===== src/sv/lbp_pkg.sv =====
package lbp_pkg;

  // Field widths fixed by the interface
  localparam int SUM_W     = 29;
  localparam int NODE_W    = 6;
  localparam int IDX_W     = 5;
  localparam int LIMIT_W   = 24;
  localparam int PEAK_W    = 24;
  localparam int CMD_W     = 2;
  localparam int KIND_W    = 2;
  localparam int CFG_IDX_W = 3;
  localparam int REM_W     = NODE_W;
  localparam int DIV_CNT_W = 5;

  // Input commands
  localparam logic [CMD_W-1:0] CMD_NODE_COUNT   = 2'd0;
  localparam logic [CMD_W-1:0] CMD_CLOSE_COUNTS = 2'd1;
  localparam logic [CMD_W-1:0] CMD_POINT_LABEL  = 2'd2;
  localparam logic [CMD_W-1:0] CMD_CLOSE_POINTS = 2'd3;

  // Result kinds
  localparam logic [KIND_W-1:0] KIND_DECISION = 2'd0;
  localparam logic [KIND_W-1:0] KIND_SHARE    = 2'd1;
  localparam logic [KIND_W-1:0] KIND_OUTSIDE  = 2'd2;

  // Configuration register indexes
  localparam logic [CFG_IDX_W-1:0] REG_BALANCE_ENABLE = 3'd0;
  localparam logic [CFG_IDX_W-1:0] REG_AVERAGE_LIMIT  = 3'd1;
  localparam logic [CFG_IDX_W-1:0] REG_PEAK_LIMIT     = 3'd2;
  localparam logic [CFG_IDX_W-1:0] REG_OWN_RANK       = 3'd3;
  localparam logic [CFG_IDX_W-1:0] REG_NODE_TOTAL     = 3'd4;

endpackage


===== src/sv/load_balance_partitioner.sv =====
// Channel  | Direction | Transfer when          | Payload
// in_      | input     | in_valid & in_ready    | command, value, present
// out_     | output    | out_valid & out_ready  | kind .. last (ten fields)
// cfg_     | input     | cfg_we                 | cfg_index, cfg_data
//
// Close counts runs the bit-serial divider (one quotient bit a cycle), then
// emits its results: the decision and, when rebalancing, one share per node;
// each result waits on the output register.
// Reset clears statistics, range and flags and loads the register defaults.
// A stalled output holds the result register and keeps in_ready low.
module load_balance_partitioner
  import lbp_pkg::*;
#(
  parameter int MAX_NODES  = 32,
  parameter int COUNT_BITS = 24
) (
  input  logic                 clk,
  input  logic                 rst_n,
  input  logic                 in_valid,
  output logic                 in_ready,
  input  logic [CMD_W-1:0]     in_command,
  input  logic [SUM_W-1:0]     in_value,
  input  logic                 in_present,
  output logic                 out_valid,
  input  logic                 out_ready,
  output logic [KIND_W-1:0]    out_kind,
  output logic [IDX_W-1:0]     out_node_index,
  output logic [SUM_W-1:0]     out_amount,
  output logic [SUM_W-1:0]     out_start_offset,
  output logic [PEAK_W-1:0]    out_peak,
  output logic [NODE_W-1:0]    out_involved,
  output logic                 out_rebalance,
  output logic                 out_spread_flag,
  output logic                 out_overload_flag,
  output logic                 out_last,
  input  logic                 cfg_we,
  input  logic [CFG_IDX_W-1:0] cfg_index,
  input  logic [LIMIT_W-1:0]   cfg_data
);

  localparam int CW = (COUNT_BITS < SUM_W) ? COUNT_BITS : SUM_W;
  localparam logic [CW-1:0] CMAX = '1;
  localparam logic [COUNT_BITS-1:0] OMAX = '1;
  localparam logic [DIV_CNT_W-1:0] DIV_LAST = DIV_CNT_W'(SUM_W - 1);

  typedef enum logic [1:0] {S_IDLE, S_DIV, S_DEC, S_SHARE} state_t;

  state_t                  state_r;
  logic                    bal_en_r;
  logic [LIMIT_W-1:0]      avg_lim_r;
  logic [LIMIT_W-1:0]      peak_lim_r;
  logic [IDX_W-1:0]        rank_r;
  logic [NODE_W-1:0]       ntot_r;

  logic [SUM_W-1:0]        load_sum_r;
  logic [CW-1:0]           load_peak_r;
  logic [NODE_W-1:0]       busy_r;
  logic                    bal_act_r;
  logic [SUM_W-1:0]        range_first_r;
  logic [SUM_W-1:0]        range_last_r;
  logic [COUNT_BITS-1:0]   outside_r;
  logic [REM_W-1:0]        rem_r;
  logic [DIV_CNT_W-1:0]    div_cnt_r;
  logic [NODE_W-1:0]       share_idx_r;
  logic [SUM_W-1:0]        share_q_r;
  logic [REM_W-1:0]        share_rem_r;

  logic                    out_valid_r;
  logic [KIND_W-1:0]       out_kind_r;
  logic [IDX_W-1:0]        out_idx_r;
  logic [SUM_W-1:0]        out_amount_r;
  logic [SUM_W-1:0]        out_start_r;
  logic [PEAK_W-1:0]       out_peak_r;
  logic [NODE_W-1:0]       out_inv_r;
  logic                    out_reb_r;
  logic                    out_sp_r;
  logic                    out_ov_r;
  logic                    out_last_r;

  logic                    out_free;
  logic                    out_load;
  logic                    in_xfer;
  logic [NODE_W-1:0]       n_eff;
  logic [NODE_W-1:0]       rank_eff;
  logic [CW-1:0]           cnt_clip;
  logic [SUM_W:0]          sum_wide;
  logic [SUM_W-1:0]        sum_nxt;
  logic [REM_W:0]          div_shift;
  logic                    div_ge;
  logic [REM_W:0]          div_sub;
  logic [CW-1:0]           avg_sat;
  logic                    spread;
  logic                    overload;
  logic                    reb;
  logic [REM_W:0]          rsum;
  logic                    carry;
  logic [REM_W:0]          rsub;
  logic [REM_W-1:0]        share_rem_nxt;
  logic [SUM_W-1:0]        share_q_nxt;
  logic                    share_last;
  logic                    outside_hit;

  // Handshake
  assign out_free = !out_valid_r || out_ready;
  assign in_ready = (state_r == S_IDLE) && out_free;
  assign in_xfer  = in_valid && in_ready;

  // A new result enters the output register this cycle
  assign out_load = (in_xfer && (in_command == CMD_CLOSE_POINTS)) ||
                    (((state_r == S_DEC) || (state_r == S_SHARE)) && out_free);

  // Effective node total and rank
  always_comb begin
    if (ntot_r == '0) begin
      n_eff = NODE_W'(1);
    end else if (ntot_r > NODE_W'(MAX_NODES)) begin
      n_eff = NODE_W'(MAX_NODES);
    end else begin
      n_eff = ntot_r;
    end
    rank_eff = ({1'b0, rank_r} >= n_eff) ? n_eff - NODE_W'(1) : {1'b0, rank_r};
  end

  // Running statistics update, saturating
  assign cnt_clip = (in_value > SUM_W'(CMAX)) ? CMAX : in_value[CW-1:0];
  assign sum_wide = {1'b0, load_sum_r} + (SUM_W + 1)'(cnt_clip);
  assign sum_nxt  = sum_wide[SUM_W] ? '1 : sum_wide[SUM_W-1:0];

  // Restoring divider step: one quotient bit a cycle
  assign div_shift = {rem_r, load_sum_r[SUM_W-1]};
  assign div_ge    = div_shift >= {1'b0, n_eff};
  assign div_sub   = div_shift - {1'b0, n_eff};

  // Decision from quotient held in load_sum_r
  assign avg_sat  = (load_sum_r > SUM_W'(CMAX)) ? CMAX : load_sum_r[CW-1:0];
  assign spread   = SUM_W'(avg_sat) >= SUM_W'(avg_lim_r);
  assign overload = SUM_W'(load_peak_r) >= SUM_W'(peak_lim_r);
  assign reb      = bal_en_r && (spread || overload);

  // Next share boundary: add quotient and remainder, carry on wrap
  assign rsum          = {1'b0, share_rem_r} + {1'b0, rem_r};
  assign carry         = rsum >= {1'b0, n_eff};
  assign rsub          = rsum - {1'b0, n_eff};
  assign share_rem_nxt = carry ? rsub[REM_W-1:0] : rsum[REM_W-1:0];
  assign share_q_nxt   = share_q_r + load_sum_r + SUM_W'(carry);
  assign share_last    = share_idx_r == n_eff - NODE_W'(1);

  // Label outside this rank's range
  assign outside_hit = in_present && bal_act_r &&
                       ((in_value < range_first_r) || (in_value >= range_last_r));

  // Control, state and result register
  always_ff @(posedge clk) begin
    if (!rst_n) begin
      state_r       <= S_IDLE;
      bal_en_r      <= 1'b0;
      avg_lim_r     <= '1;
      peak_lim_r    <= '1;
      rank_r        <= '0;
      ntot_r        <= NODE_W'(1);
      load_sum_r    <= '0;
      load_peak_r   <= '0;
      busy_r        <= '0;
      bal_act_r     <= 1'b0;
      range_first_r <= '0;
      range_last_r  <= '0;
      outside_r     <= '0;
      out_valid_r   <= 1'b0;
    end else begin
      // Configuration writes
      if (cfg_we) begin
        case (cfg_index)
          REG_BALANCE_ENABLE: bal_en_r   <= cfg_data[0];
          REG_AVERAGE_LIMIT:  avg_lim_r  <= cfg_data;
          REG_PEAK_LIMIT:     peak_lim_r <= cfg_data;
          REG_OWN_RANK:       rank_r     <= cfg_data[IDX_W-1:0];
          REG_NODE_TOTAL:     ntot_r     <= cfg_data[NODE_W-1:0];
          default: ;
        endcase
      end

      // Load a new result, or drop the one just transferred
      out_valid_r <= out_load || (out_valid_r && !out_ready);

      case (state_r)
        S_IDLE: begin
          if (in_xfer) begin
            case (in_command)
              CMD_NODE_COUNT: begin
                load_sum_r <= sum_nxt;
                if (cnt_clip > load_peak_r) begin
                  load_peak_r <= cnt_clip;
                end
                if (cnt_clip != '0 && busy_r != '1) begin
                  busy_r <= busy_r + NODE_W'(1);
                end
              end
              CMD_CLOSE_COUNTS: begin
                rem_r     <= '0;
                div_cnt_r <= '0;
                state_r   <= S_DIV;
              end
              CMD_POINT_LABEL: begin
                if (outside_hit && outside_r != OMAX) begin
                  outside_r <= outside_r + COUNT_BITS'(1);
                end
              end
              CMD_CLOSE_POINTS: begin
                out_kind_r   <= KIND_OUTSIDE;
                out_idx_r    <= '0;
                out_amount_r <= bal_act_r ? SUM_W'(outside_r) : '0;
                out_start_r  <= '0;
                out_peak_r   <= '0;
                out_inv_r    <= '0;
                out_reb_r    <= 1'b0;
                out_sp_r     <= 1'b0;
                out_ov_r     <= 1'b0;
                out_last_r   <= 1'b1;
                outside_r    <= '0;
              end
              default: ;
            endcase
          end
        end
        S_DIV: begin
          // Shift the dividend up, quotient bits enter at the bottom
          rem_r      <= div_ge ? div_sub[REM_W-1:0] : div_shift[REM_W-1:0];
          load_sum_r <= {load_sum_r[SUM_W-2:0], div_ge};
          div_cnt_r  <= div_cnt_r + DIV_CNT_W'(1);
          if (div_cnt_r == DIV_LAST) begin
            state_r <= S_DEC;
          end
        end
        S_DEC: begin
          if (out_free) begin
            out_kind_r   <= KIND_DECISION;
            out_idx_r    <= '0;
            out_amount_r <= SUM_W'(avg_sat);
            out_start_r  <= '0;
            out_peak_r   <= PEAK_W'(load_peak_r);
            out_inv_r    <= busy_r;
            out_reb_r    <= reb;
            out_sp_r     <= spread;
            out_ov_r     <= overload;
            out_last_r   <= !reb;
            bal_act_r    <= reb;
            outside_r    <= '0;
            load_peak_r  <= '0;
            busy_r       <= '0;
            share_idx_r  <= '0;
            share_q_r    <= '0;
            share_rem_r  <= '0;
            if (reb) begin
              state_r <= S_SHARE;
            end else begin
              load_sum_r <= '0;
              state_r    <= S_IDLE;
            end
          end
        end
        S_SHARE: begin
          if (out_free) begin
            out_kind_r   <= KIND_SHARE;
            out_idx_r    <= share_idx_r[IDX_W-1:0];
            out_amount_r <= load_sum_r + SUM_W'(carry);
            out_start_r  <= share_q_r;
            out_peak_r   <= '0;
            out_inv_r    <= '0;
            out_reb_r    <= 1'b0;
            out_sp_r     <= 1'b0;
            out_ov_r     <= 1'b0;
            out_last_r   <= share_last;
            if (share_idx_r == rank_eff) begin
              range_first_r <= share_q_r;
              range_last_r  <= share_q_nxt;
            end
            share_idx_r <= share_idx_r + NODE_W'(1);
            share_q_r   <= share_q_nxt;
            share_rem_r <= share_rem_nxt;
            if (share_last) begin
              load_sum_r <= '0;
              state_r    <= S_IDLE;
            end
          end
        end
        default: state_r <= S_IDLE;
      endcase
    end
  end

  // Ports
  assign out_valid         = out_valid_r;
  assign out_kind          = out_kind_r;
  assign out_node_index    = out_idx_r;
  assign out_amount        = out_amount_r;
  assign out_start_offset  = out_start_r;
  assign out_peak          = out_peak_r;
  assign out_involved      = out_inv_r;
  assign out_rebalance     = out_reb_r;
  assign out_spread_flag   = out_sp_r;
  assign out_overload_flag = out_ov_r;
  assign out_last          = out_last_r;

  // Checks
  a_share_idx_range: assert property (@(posedge clk) disable iff (!rst_n)
    state_r == S_SHARE |-> share_idx_r < n_eff)
    else $error("share index beyond node total");

  a_share_rem_range: assert property (@(posedge clk) disable iff (!rst_n)
    state_r == S_SHARE |-> share_rem_r < n_eff && rem_r < n_eff)
    else $error("share remainder not below node total");

  a_close_starts_div: assert property (@(posedge clk) disable iff (!rst_n)
    in_valid && in_ready && in_command == CMD_CLOSE_COUNTS |=> state_r == S_DIV)
    else $error("close counts did not start the divider");

  a_share_needs_partition: assert property (@(posedge clk) disable iff (!rst_n)
    out_valid_r && out_kind_r == KIND_SHARE |-> bal_act_r)
    else $error("share result without an active partition");

endmodule


===== config.mk =====
export PLATFORM = sky130hd
export DESIGN_NAME = load_balance_partitioner
export DESIGN_NICKNAME = d
export VERILOG_FILES = /design/src/sv/lbp_pkg.sv /design/src/sv/load_balance_partitioner.sv
export SDC_FILE = /design/constraint.sdc
export NUM_CORES = 1
export LEC_CHECK = 0
export BUFFER_PORTS_ARGS = -buffer_cell sky130_fd_sc_hd__buf_2
export CORE_MARGIN = 10
export CORE_UTILIZATION = 35
export DETAILED_ROUTE_END_ITERATION = 12
export PLACE_DENSITY = 0.51
export SYNTH_ARGS = -nofsm -noshare
export SYNTH_HDL_FRONTEND = slang
export SYNTH_SLANG_ARGS = --single-unit

===== constraint.sdc =====
create_clock -name clk -period 7.7 [get_ports clk]
set_input_delay 0 -clock clk [delete_from_list [all_inputs] [get_ports clk]]
set_output_delay 0 -clock clk [all_outputs]
set_load 0.05 [all_outputs]

* Yosys cells after proc, flatten, opt, wreduce, memory -nomap -nowiden
Index checks and enable logic that the tools add are counted.
** Word-level totals
- Input port bits :: 64
- Bits in registers :: 356
- Logic and storage cells :: 215
** Operators by class
- Magnitude comparators :: 11
- Equality and inequality tests :: 28
- Reduce and logical (&&, ||, !) cells :: 43
- Add/subtract/negate cells :: 12
- Muxes and demuxes :: 92
** Operators with widths (count)
- 29-bit 2-to-1 mux :: 16
- 24-bit 2-to-1 mux :: 12
- 29-bit case mux with 3 select lines :: 2
- 24-bit case mux with 2 select lines :: 3
- 29-bit case mux with 4 select lines :: 1
- 6-bit 2-to-1 mux :: 16
- 24-bit case mux with 3 select lines :: 1
- 29-bit by 1-bit adder with 29-bit output :: 2
- 29-bit by 24-bit > comparator with 1-bit output, second input constant :: 2
- 29-bit case mux with 2 select lines :: 1
- 24-bit greater-or-equal comparator :: 2
- 6-bit case mux with 2 select lines :: 4
- 29-bit by 24-bit adder with 30-bit output :: 1
- 5-bit 2-to-1 mux :: 6
- 29-bit adder :: 1
- 29-bit greater-or-equal comparator :: 1
- 29-bit < comparator :: 1
- 24-bit by 1-bit adder with 24-bit output, second input constant :: 1
- 24-bit > comparator :: 1
- 24-bit inequality test, second input constant :: 1
- 24-bit nonzero test :: 1
- 2-bit 2-to-1 mux :: 11
- 6-bit case mux with 3 select lines :: 1
- 6-bit AND reduction :: 3
- 38 further kinds :: 95

* Depth between registers and ports, before layout
Gate-level depths: netlist of the first run.
- Depth in word-level cells :: 8
- Depth in mapped cells :: 24
- Depth with buffers taken out :: 23

* Least setup slack after synthesis of the first run
Ideal clock, no wire load.
- Path kind :: reg-to-reg
- Start :: register state_r[1]
- End :: register out_amount_r[0] (netlist: out_amount[0]), enable pin
- Data required time :: 7022 ps
- Data arrival time :: 7749 ps
- Stages on the path, launching flop included :: 5
- Path slack :: -727 ps
- Path buffers :: 2
- Setup time :: 678 ps
- Path through :: dfxtp_1 > buf_1 > clkbuf_1 > a41oi_1 > nor3_1
** On the way
- Longest elaborated chain between the ends :: 5
- Elaborated cells on any way between the ends :: 11
** Ends and longest elaborated chain
- start: declaration :: line load_balance_partitioner.sv:48 : state_t state_r;
- start signal: assignment :: line load_balance_partitioner.sv:155 : state_r <= S_IDLE;
- start signal: assignment :: line load_balance_partitioner.sv:201 : state_r <= S_DIV;
- start signal: assignment :: line load_balance_partitioner.sv:231 : state_r <= S_DEC;
- 2-bit zero test :: line load_balance_partitioner.sv:105, load_balance_partitioner.sv:185
- 1-bit logical AND :: line load_balance_partitioner.sv:105 : assign in_ready = (state_r == S_IDLE) && out_free;
- 1-bit logical AND :: line load_balance_partitioner.sv:106 : assign in_xfer = in_valid && in_ready;
- 2-bit inequality test (no line)
- 6-bit AND reduction (no line) *
- end signal: assignment :: line load_balance_partitioner.sv:211 : out_amount_r <= bal_act_r ? SUM_W'(outside_r) : '0;
- end signal: assignment :: line load_balance_partitioner.sv:238 : out_amount_r <= SUM_W'(avg_sat);
- end signal: assignment :: line load_balance_partitioner.sv:265 : out_amount_r <= load_sum_r + SUM_W'(carry);
- end: declaration :: line load_balance_partitioner.sv:71 : logic [SUM_W-1:0] out_amount_r;
Mark *: on every way between the ends. The rest lies on a longest branch, timed or not.
A chain may end at the register's enable or synchronous reset.

* Final worst setup path of the first run
- Start :: register rem_r[0]
- End :: register range_last_r[26]
** On the way
- Longest elaborated chain between the ends :: 3
** Ends and longest elaborated chain
- start: declaration :: line load_balance_partitioner.sv:62 : logic [REM_W-1:0] rem_r;
- start signal: assignment :: line load_balance_partitioner.sv:227 : rem_r <= div_ge ? div_sub[REM_W-1:0] : div_shift[REM_W-1:0];
- 6-bit by 6-bit adder with 7-bit output :: line load_balance_partitioner.sv:141 : assign rsum = {1'b0, share_rem_r} + {1'b0, rem_r};
- 7-bit by 6-bit greater-or-equal comparator with 1-bit output :: line load_balance_partitioner.sv:142 : assign carry = rsum >= {1'b0, n_eff};
- 29-bit by 1-bit adder with 29-bit output :: line load_balance_partitioner.sv:145 : assign share_q_nxt = share_q_r + load_sum_r + SUM_W'(carry);
- end signal: assignment :: line load_balance_partitioner.sv:275 : range_last_r <= share_q_nxt;
- end: declaration :: line load_balance_partitioner.sv:60 : logic [SUM_W-1:0] range_last_r;
No other way between the ends.

==> results.txt, run 1 <==
At the placement stage, the worst setup path has a slack of 1.827 ns. The average instance area after synthesis came out at 9.107 µm². The final total negative setup slack came out at 0 ns. In this run the most critical hold path is launched from in_valid. The vertical die dimension is 270.3 µm. The maximum ir drop on the vdd rail came out at 0.1361 mV.

The first TritonRoute pass finished after 5 iterations. The number of global-route vias before repair is 18050. The count of port buffers added during placement came out at 164.

The critical path is of the flip-flop to flip-flop type. The worst clock skew is about 0.019 ns. The congestion estimate from routability-driven global placement came to 0.8810.

The path with the worst hold slack has its endpoint at state_r[0]. The worst setup slack for register-to-register paths is 1.75 ns. The share of synthesized registers carrying an async set or reset came out at 0%.

For this run, the leading register cell type out of synthesis is dfxtp_1. TritonCTS built the clock tree. The count of antenna-violating nets left after detailed routing came out at 0. The required time at the worst-slack endpoint is 8.20 ns. In this run the critical register-to-register path is captured at range_last_r[26]. The count of placed standard cells in the final layout, fillers left out came out at 3433. The die boundary width came out at about 270 µm. The synthesis warning total came out at 0. Counting flops and latches in the post-synthesis netlist gives 356.

The number of top-level design ports came out at ~170. The maximum fanout encountered on the critical timing path is 11. The fmax came out at approximately 170 MHz. The cell sitting at the root of the clock tree is a clkbuf_16. The total vias in the final route is 18470. Counting every sink on the clock net gives ~360. The standby leakage power is 0.01045 µW.

The max-slew violation total from the final report is 0. The filler cell count in the final layout is 6109. The minimum clock period came out at a little under 6 ns.

In this run the number of H-tree levels came out at 2. The share of the clock period used by the worst path after layout is 77.33%. The total DRC errors in the routed layout is 0. Leaving out fill and tap cells, the most frequent cell in the layout is nor2_1.

The instance count after placement with tap cells included came out at 3322. The placed wire-length estimate came out at 53740 µm. The worst-skew pair later-pin latency is 0.58 ns. The clock-pin slew on the worst setup and hold paths is 0.06 ns. The post-synthesis instance total is 2407.

The synthesized netlist occupies a cell area of roughly 0.022 mm². The final critical-path setup slack is 1.746 ns. The global-route wire length before repair came out at 109300 µm. The number of cells traversed by the worst register-to-register path is 23. The setup-violating endpoint count in the final report is 0. Setup repair after global routing left no endpoint under its margin. The register area share after synthesis came out at 39.41%.

The starting density of the core is 35.46%. The standard-cell row count is a little over 90. The number of buffers between clock root and the deepest sink is 3. The flow ran to the end, and the final reports show no timing, DRC or antenna violations.

The per-cell routed wire length came out at 20.82 µm. The number of enable flip-flop cells after synthesis is 151. The worst hold-check path type is input port to flip-flop.

The final-stage net count came out at 2843. The initial antenna violation count came out at 0. The total track usage came out at 19.05%. Compared with the post-synthesis result, the final layout area differs by 15.11%. The die area is 0.07304 mm². The startpoint identified for the worst register-to-register timing path is rem_r[0]. The count of max-cap constraint violations is 0. The routed wire length is a little over 70000 µm. The worst setup path is launched from a flip-flop. In the layout the commonest cells are nor2_1, ha_1, dfxtp_1, nand2_1, inv_1. The transition time of the tightest slew-check pin came out at 1.189 ns. The number of clock buffers inserted by TritonCTS came out at 43. The worst hold margin came out at 0.07080 ns. The count of endpoints failing hold in the final timing report came out at 0. Entering global routing, the biggest net connects 74 pins. The repair_antennas step left the layout with diodes totalling 0. The number of nets in the synthesized netlist is 2688. Dividing total power by cell area gives a power density of 204.1 mW/mm². The initial detailed-routing violation count came out at 1425. The nature of the critical path endpoint is a flip-flop.

The core region is 0.06183 mm². The final global-route overflow total is 0. The buffers inserted during post-CTS setup optimization is 0. The data arrival time of the critical path came out at 6.46 ns. The post-cts sizing count is 0. The worst relative slew slack is 19.70%. The number of vias per cell came out at 5.380. Yosys mapped the design onto 94 distinct sky130hd cell types. The share of final-layout standard cells stronger than drive strength 1 is 12.02%. The instance count along the most critical hold path came out at 5.
-- synthesized netlist by cell type (27+ instances only) --
cell	instances	area share [%]
a21oi_1	172	3.9
dfxtp_1	205	19
ha_1	211	12
nor2_1	219	3.8
xor2_1	46	1.8
nand4_1	38	1.1
and2_1	28	0.80
mux2i_1	64	2.9
inv_1	186	3.2
and3_1	61	1.7
clkbuf_1	79	1.4
nor3_1	27	0.62
a21o_1	71	2.4
or3_1	55	1.6
nand2_1	194	3.3
nand3_1	75	1.7
o211ai_1	69	2.4
edfxtp_1	151	21
xnor2_1	46	1.8
o21ai_0	110	2.5
-- worst max-delay path by stage --
stage / start / to / cells after the start
after floorplan: state_r[1] / out_amount[0] / 4
after global placement: rem_r[0] / range_last_r[26] / 23
after detailed placement: rem_r[0] / range_last_r[26] / 23
after CTS: rem_r[0] / share_q_r[19] / 22
after global routing: rem_r[0] / range_last_r[26] / 23
final: rem_r[0] / range_last_r[26] / 23
-- cell families after synthesis --
logic type                 count (synthesis)  synth area share, %
adders and majority gates                217                12.59
AOI/OAI and AO/OA                        586                17.91
buffers and inverters                    300                5.668
and+or+nand+nor                          788                17.63
DFF                                      356                39.41
xor gates and xnor gates                  92                3.676
muxes                                     68                3.128
-- flip-flops by register name, indices dropped and copies added, names as in the netlist, 24 cells and up --
name              count
avg_lim_r            24
out_amount           29
share_q_r            29
peak_lim_r           24
outside_r            24
out_peak             24
out_start_offset     29
range_first_r        29
load_sum_r           29
range_last_r         29
load_peak_r          24
-- power breakdown --
group	internal, µW	switching [µW]	leakage (µW)
Sequential	2000	79.3	0.00307
Combinational	373	605	0.00668
Clock	1250	841	0.000701
-- area by class of cell --
class | count | area, µm² | area share [%]
Timing Repair Buffer | 220 | 1324 | 5.246
Sequential cell | 356 | 8641 | 34.24
Inverter | 190 | 713.2 | 2.826
Clock inverter | 20 | 214.0 | 0.8479
Multi-Input combinational cell | 1751 | 12070 | 47.83
Clock buffer | 59 | 1226 | 4.859
Tap cell | 837 | 1047 | 4.150
-- critical path, stage by stage (launching register included) --
cell and delay, ns:
edfxtp_1 0.44, ha_1 0.24, inv_1 0.07, fa_1 0.41, inv_1 0.14, ha_1 0.28, a21o_1 0.17, a21o_1 0.19
a21o_1 0.18, a21o_1 0.20, a31o_2 0.22, a21oi_1 0.76, fa_1 0.37, fa_1 0.21, nand2b_1 0.14, a21oi_1 0.12
o21ai_1 0.19, o2111ai_1 0.19, a41o_1 0.36, a2111oi_4 0.40, o41ai_2 0.13, xnor2_1 0.14, mux2_2 0.27, nor2_1 0.08
-- per-layer routing --
metal  global-route usage (%)  vias to the layer above  routed length (µm)
met3                    2.965                      123                3518
met2                    30.68                      492               32200
met4                    7.498                        0                2772
li1                         -                     9019                   -
met5                        0                        -                   0
met1                    25.22                     8836               33000
-- through the flow --
stage	power, µW	area (µm²)	util (%)
finish	5150	25230	40.82
global route	5395	25230	40.82
CTS	5194	25230	40.82
detailed placement	3070	23470	37.97
global placement	3054	23470	37.97
floorplan	2781	21930	-
-- what timing repair did --
item | 4_1_cts | 5_1_grt
endpoints found under the setup margin | 0 | 0
hold buffers | 32 | 0
hold endpoints to repair | 89 | 0
Power figures use the tool's default switching activity.
==> inputs of run 2 (changes only) <==
--- a/config.mk
+++ b/config.mk
@@ -5,6 +5,7 @@
 export SDC_FILE = /design/constraint.sdc
 export NUM_CORES = 1
 export LEC_CHECK = 0
+export ABC_AREA = 1
 export BUFFER_PORTS_ARGS = -buffer_cell sky130_fd_sc_hd__buf_2
 export CORE_MARGIN = 10
 export CORE_UTILIZATION = 35
==> constraint.sdc (replaced) <==
create_clock -name clk -period 4.85 [get_ports clk]
set_input_delay 0 -clock clk [delete_from_list [all_inputs] [get_ports clk]]
set_output_delay 0 -clock clk [all_outputs]
set_load 0.05 [all_outputs]
==> results.txt, run 2 <==
Status: finished, final reports clean (unchanged). The total core area came out at 0.06847 mm² (was 0.06183 mm²). The final weighted congestion in routability-driven placement was 0.9322 (was 0.8810). The placed wire-length estimate is 67090 µm (was 53740 µm). The endpoint of the worst setup timing path is out_amount[27] (was range_last_r[26]). The nature of the critical path endpoint is a flip-flop (unchanged). The number of enable flip-flop cells after synthesis came to 151 (unchanged). The relative area change from synthesis to final layout came to 15.63% (was 15.11%).

The transition time of the tightest slew-check pin is 1.108 ns (was 1.189 ns). The number of storage elements in the synthesis netlist is 356 (unchanged). The TritonCTS clock tree is built (unchanged). The terminus of the critical flop-to-flop path is out_amount[27] (was range_last_r[26]). The share of synthesized registers carrying an async set or reset came to 0% (unchanged). The synthesized netlist net count is 3696 (was 2688). The overall power after layout is 14950 µW (was 5150 µW). The root cell of the clock tree is clkbuf_16 (unchanged). The standard-cell row count was 96 (was 91).

The vertical die dimension came out at 282.6 µm (was 270.3 µm). The die area is 0.07984 mm² (was 0.07304 mm²). The final global-route overflow total came out at 0 (unchanged). The total standard cell area after synthesis is 0.02413 mm² (was 0.02192 mm²). The number of clock buffers inserted by TritonCTS is 45 (was 43).

The starting density of the core came out at 35.24% (was 35.46%). The primary flip-flop cell chosen by synthesis mapping is dfxtp_1 (unchanged). The longest individual stage delay on the worst path is 0.40 ns (was 0.76 ns). The minimum clock period came to 4.460 ns (was 5.954 ns). The post-synthesis instance total was 3415 (was 2407). The reg-to-reg critical path startpoint is rem_r[0] (unchanged). The number of buffers between clock root and the deepest sink came out at 3 (unchanged). The count of port buffers added during placement is 164 (unchanged). The required time at the worst-slack endpoint is 5.15 ns (was 8.20 ns).

The clock-pin slew on the worst setup and hold paths was 0.06 ns (about the same). The final design area excluding fillers is 0.02790 mm² (was 0.02523 mm²). The share of final-layout standard cells stronger than drive strength 1 came to 9.018% (was 12.02%). The total vias in the final route is 23120 (was 18470). The worst-skew pair later-pin latency was 0.61 ns (was 0.58 ns). The synthesis warning total is 0 (unchanged). The slowest stage cell on the critical path was fa_1 (was a21oi_1). The fraction of the core area covered by cells at the end of the flow is 40.75% (was 40.82%). Most frequent cells in the layout: nand2_1, nor2_1, inv_1, a21oi_1, ha_1 (was nor2_1, ha_1, dfxtp_1, nand2_1, inv_1). The standby leakage power came out at 0.01293 µW (was 0.01045 µW). The total DRC errors in the routed layout is 0 (unchanged). The setup-violating endpoint count in the final report came to 0 (unchanged). The data arrival time of the critical path is 4.76 ns (was 6.46 ns). The number of distinct standard cells referenced by the synthesized netlist is 49 (was 94). The worst hold margin is 0.02757 ns (was 0.07080 ns). The final-stage net count came out at 3881 (was 2843). The maximum fanout encountered on the critical timing path is 9 (was 11). The count of antenna-violating nets left after detailed routing was 0 (unchanged). The initial antenna violation count is 3 (was 0). The launch point of the critical path is rem_r[0] (unchanged).

The count of inserted antenna diode cells came out at 0 (unchanged). The number of search-and-repair iterations in the first detailed-routing pass came out at 7 (was 5). The die boundary width was 282.6 µm (was 270.3 µm). The average instance area after synthesis is 7.065 µm² (was 9.107 µm²). The number of H-tree levels came out at 2 (unchanged). Top cells by count, synth: nand2_1, nor2_1, inv_1 (was nor2_1, ha_1, dfxtp_1). The initial detailed-routing violation count came out at 1844 (was 1425). The startpoint kind of the worst setup timing path is a flip-flop (unchanged).

The number of cells traversed by the worst register-to-register path came to 26 (was 23). The number of top-level design ports is 165 (unchanged). The routed wire length came to 88040 µm (was 71490 µm). The share of the clock period used by the worst path after layout is 91.96% (was 77.33%). The number of global-route vias before repair is 21720 (was 18050). The final total negative setup slack came out at 0 ns (unchanged). The max-slew violation total from the final report is 0 (unchanged). The count of endpoints failing hold in the final timing report came out at 0 (unchanged). The per-cell routed wire length is 19.48 µm (was 20.82 µm). The fmax is 224.2 MHz (was 167.9 MHz). The fraction of post-synthesis cell area in the top cell type by area came out at 18.79% (was 20.68%).

The most numerous cell in the Yosys netlist is nand2_1 (was nor2_1). The worst relative slew slack is 26.13% (was 19.70%). The worst hold-check path type is input port to flip-flop (unchanged).

The global-route wire length before repair came to 132300 µm (was 109300 µm). The total track usage is 21.57% (was 19.05%). The count of max-cap constraint violations is 0 (unchanged). The worst clock skew came out at 0.03162 ns (was 0.01884 ns). The most common cell after layout, fill and taps aside is nand2_1 (was nor2_1). The total cell area at the placement stage came to 0.02593 mm² (was 0.02347 mm²).

The number of vias per cell came out at 5.117 (was 5.380). The worst setup slack for register-to-register paths came to 0.39 ns (was 1.75 ns). The maximum ir drop on the vdd rail came out at 0.2522 mV (was 0.1361 mV).

Unrepaired setup endpoints after global routing: true (was false). The power density over the cells came out at 535.9 mW/mm² (was 204.1 mW/mm²). The largest net degree at the start of global routing came out at 97 (was 74). The library cell occupying the most area in the post-synthesis netlist is edfxtp_1 (unchanged). The cell repeated most along the worst path is inv_1 (was a21o_1). The number of clock sinks is 356 (unchanged). Synth top area cells: edfxtp_1, dfxtp_1, nand2_1 (was edfxtp_1, dfxtp_1, ha_1). The register area share after synthesis was 35.80% (was 39.41%). The critical path class is flip-flop to flip-flop (unchanged).
run 2: cell count changes in the layout (fill, tap and decap cells not counted), sizes merged, moves of 64 or more:
cell / before / now
a21o: 72 / 4
a21oi: 176 / 255
inv: 191 / 466
mux2i: 64 / 0
nand2: 196 / 822
nand3: 76 / 181
nor2: 222 / 503
run 2: how the worst min path moves through the flow:
stage	depth (start not counted)	slack (ns)	start	end
after floorplan	2	0.11	cfg_data[0]	ntot_r[0]
after global placement	3	0.25	cfg_data[10]	avg_lim_r[10]
after detailed placement	3	0.24	cfg_data[10]	avg_lim_r[10]
after CTS	7	0.01	in_value[6]	load_peak_r[6]
after global routing	3	0.06	cfg_we	ntot_r[4]
final	7	0.03	in_value[6]	load_peak_r[6]
run 2: logic make-up (layout without fill, tap and decap cells):
family	count (synthesis)	in the layout	share of synthesized area (%)
AOI/OAI and AO/OA	528	528	12.39
xor gates and xnor gates	57	57	2.069
and+or+nand+nor	1673	1673	28.74
buffers and inverters	584	806	9.557
DFF	356	356	35.80
adders and majority gates	217	217	11.44
run 2: cell type report:
| type | count | area [µm²] |
|---|---|---|
| clock buffer | 60 | 1224 |
| clock inverter | 24 | 271.5 |
| fill | 7307 | 40570 |
| inverter | 466 | 1749 |
| multi-input combinational | 2475 | 13260 |
| sequential | 356 | 8638 |
| tap | 882 | 1104 |
| timing repair buffer | 256 | 1653 |
run 2: per-stage QoR:
step                      worst slack, ns  std cells
after detailed placement           0.1842       4390
final                              0.3899       4519
after CTS                          0.1446       4518
after global routing             -0.03549       4519
after global placement             0.2988       4390
after floorplan                    0.2612       3415
run 2: where the power goes:
| part | switching, µW | internal (µW) |
|---|---|---|
| Combinational | 4920 | 2130 |
| Clock | 1430 | 2050 |
| Sequential | 661 | 3760 |
| Total | 7020 | 7930 |
run 2: repair_timing:
action / in CTS / in global routing
setup endpoints to repair: 0 / 20
resized for setup: 0 / 11
buffers inserted: 0 / 1
hold endpoints to repair: 118 / 0
hold buffers: 44 / 0
run 2: critical path: cells and delay by family, from the launching register on:
kind | cells | cell delay, ns
compound gates | 3 | 0.34
xor+xnor | 1 | 0.17
fa+ha+maj | 4 | 1.09
buf+inv | 6 | 0.59
flops | 1 | 0.38
simple gates | 12 | 1.57
run 2: routing by layer:
metal,vias to the layer above,global-route usage (%),share of wire [%],wire (µm)
met3,100,2.771,5.7,5003
met2,580,35.66,46,40860
met4,0,5.483,2.1,1887
li1,11620,-,-,-
met1,10820,29.28,46,40290
met5,-,0,0,0
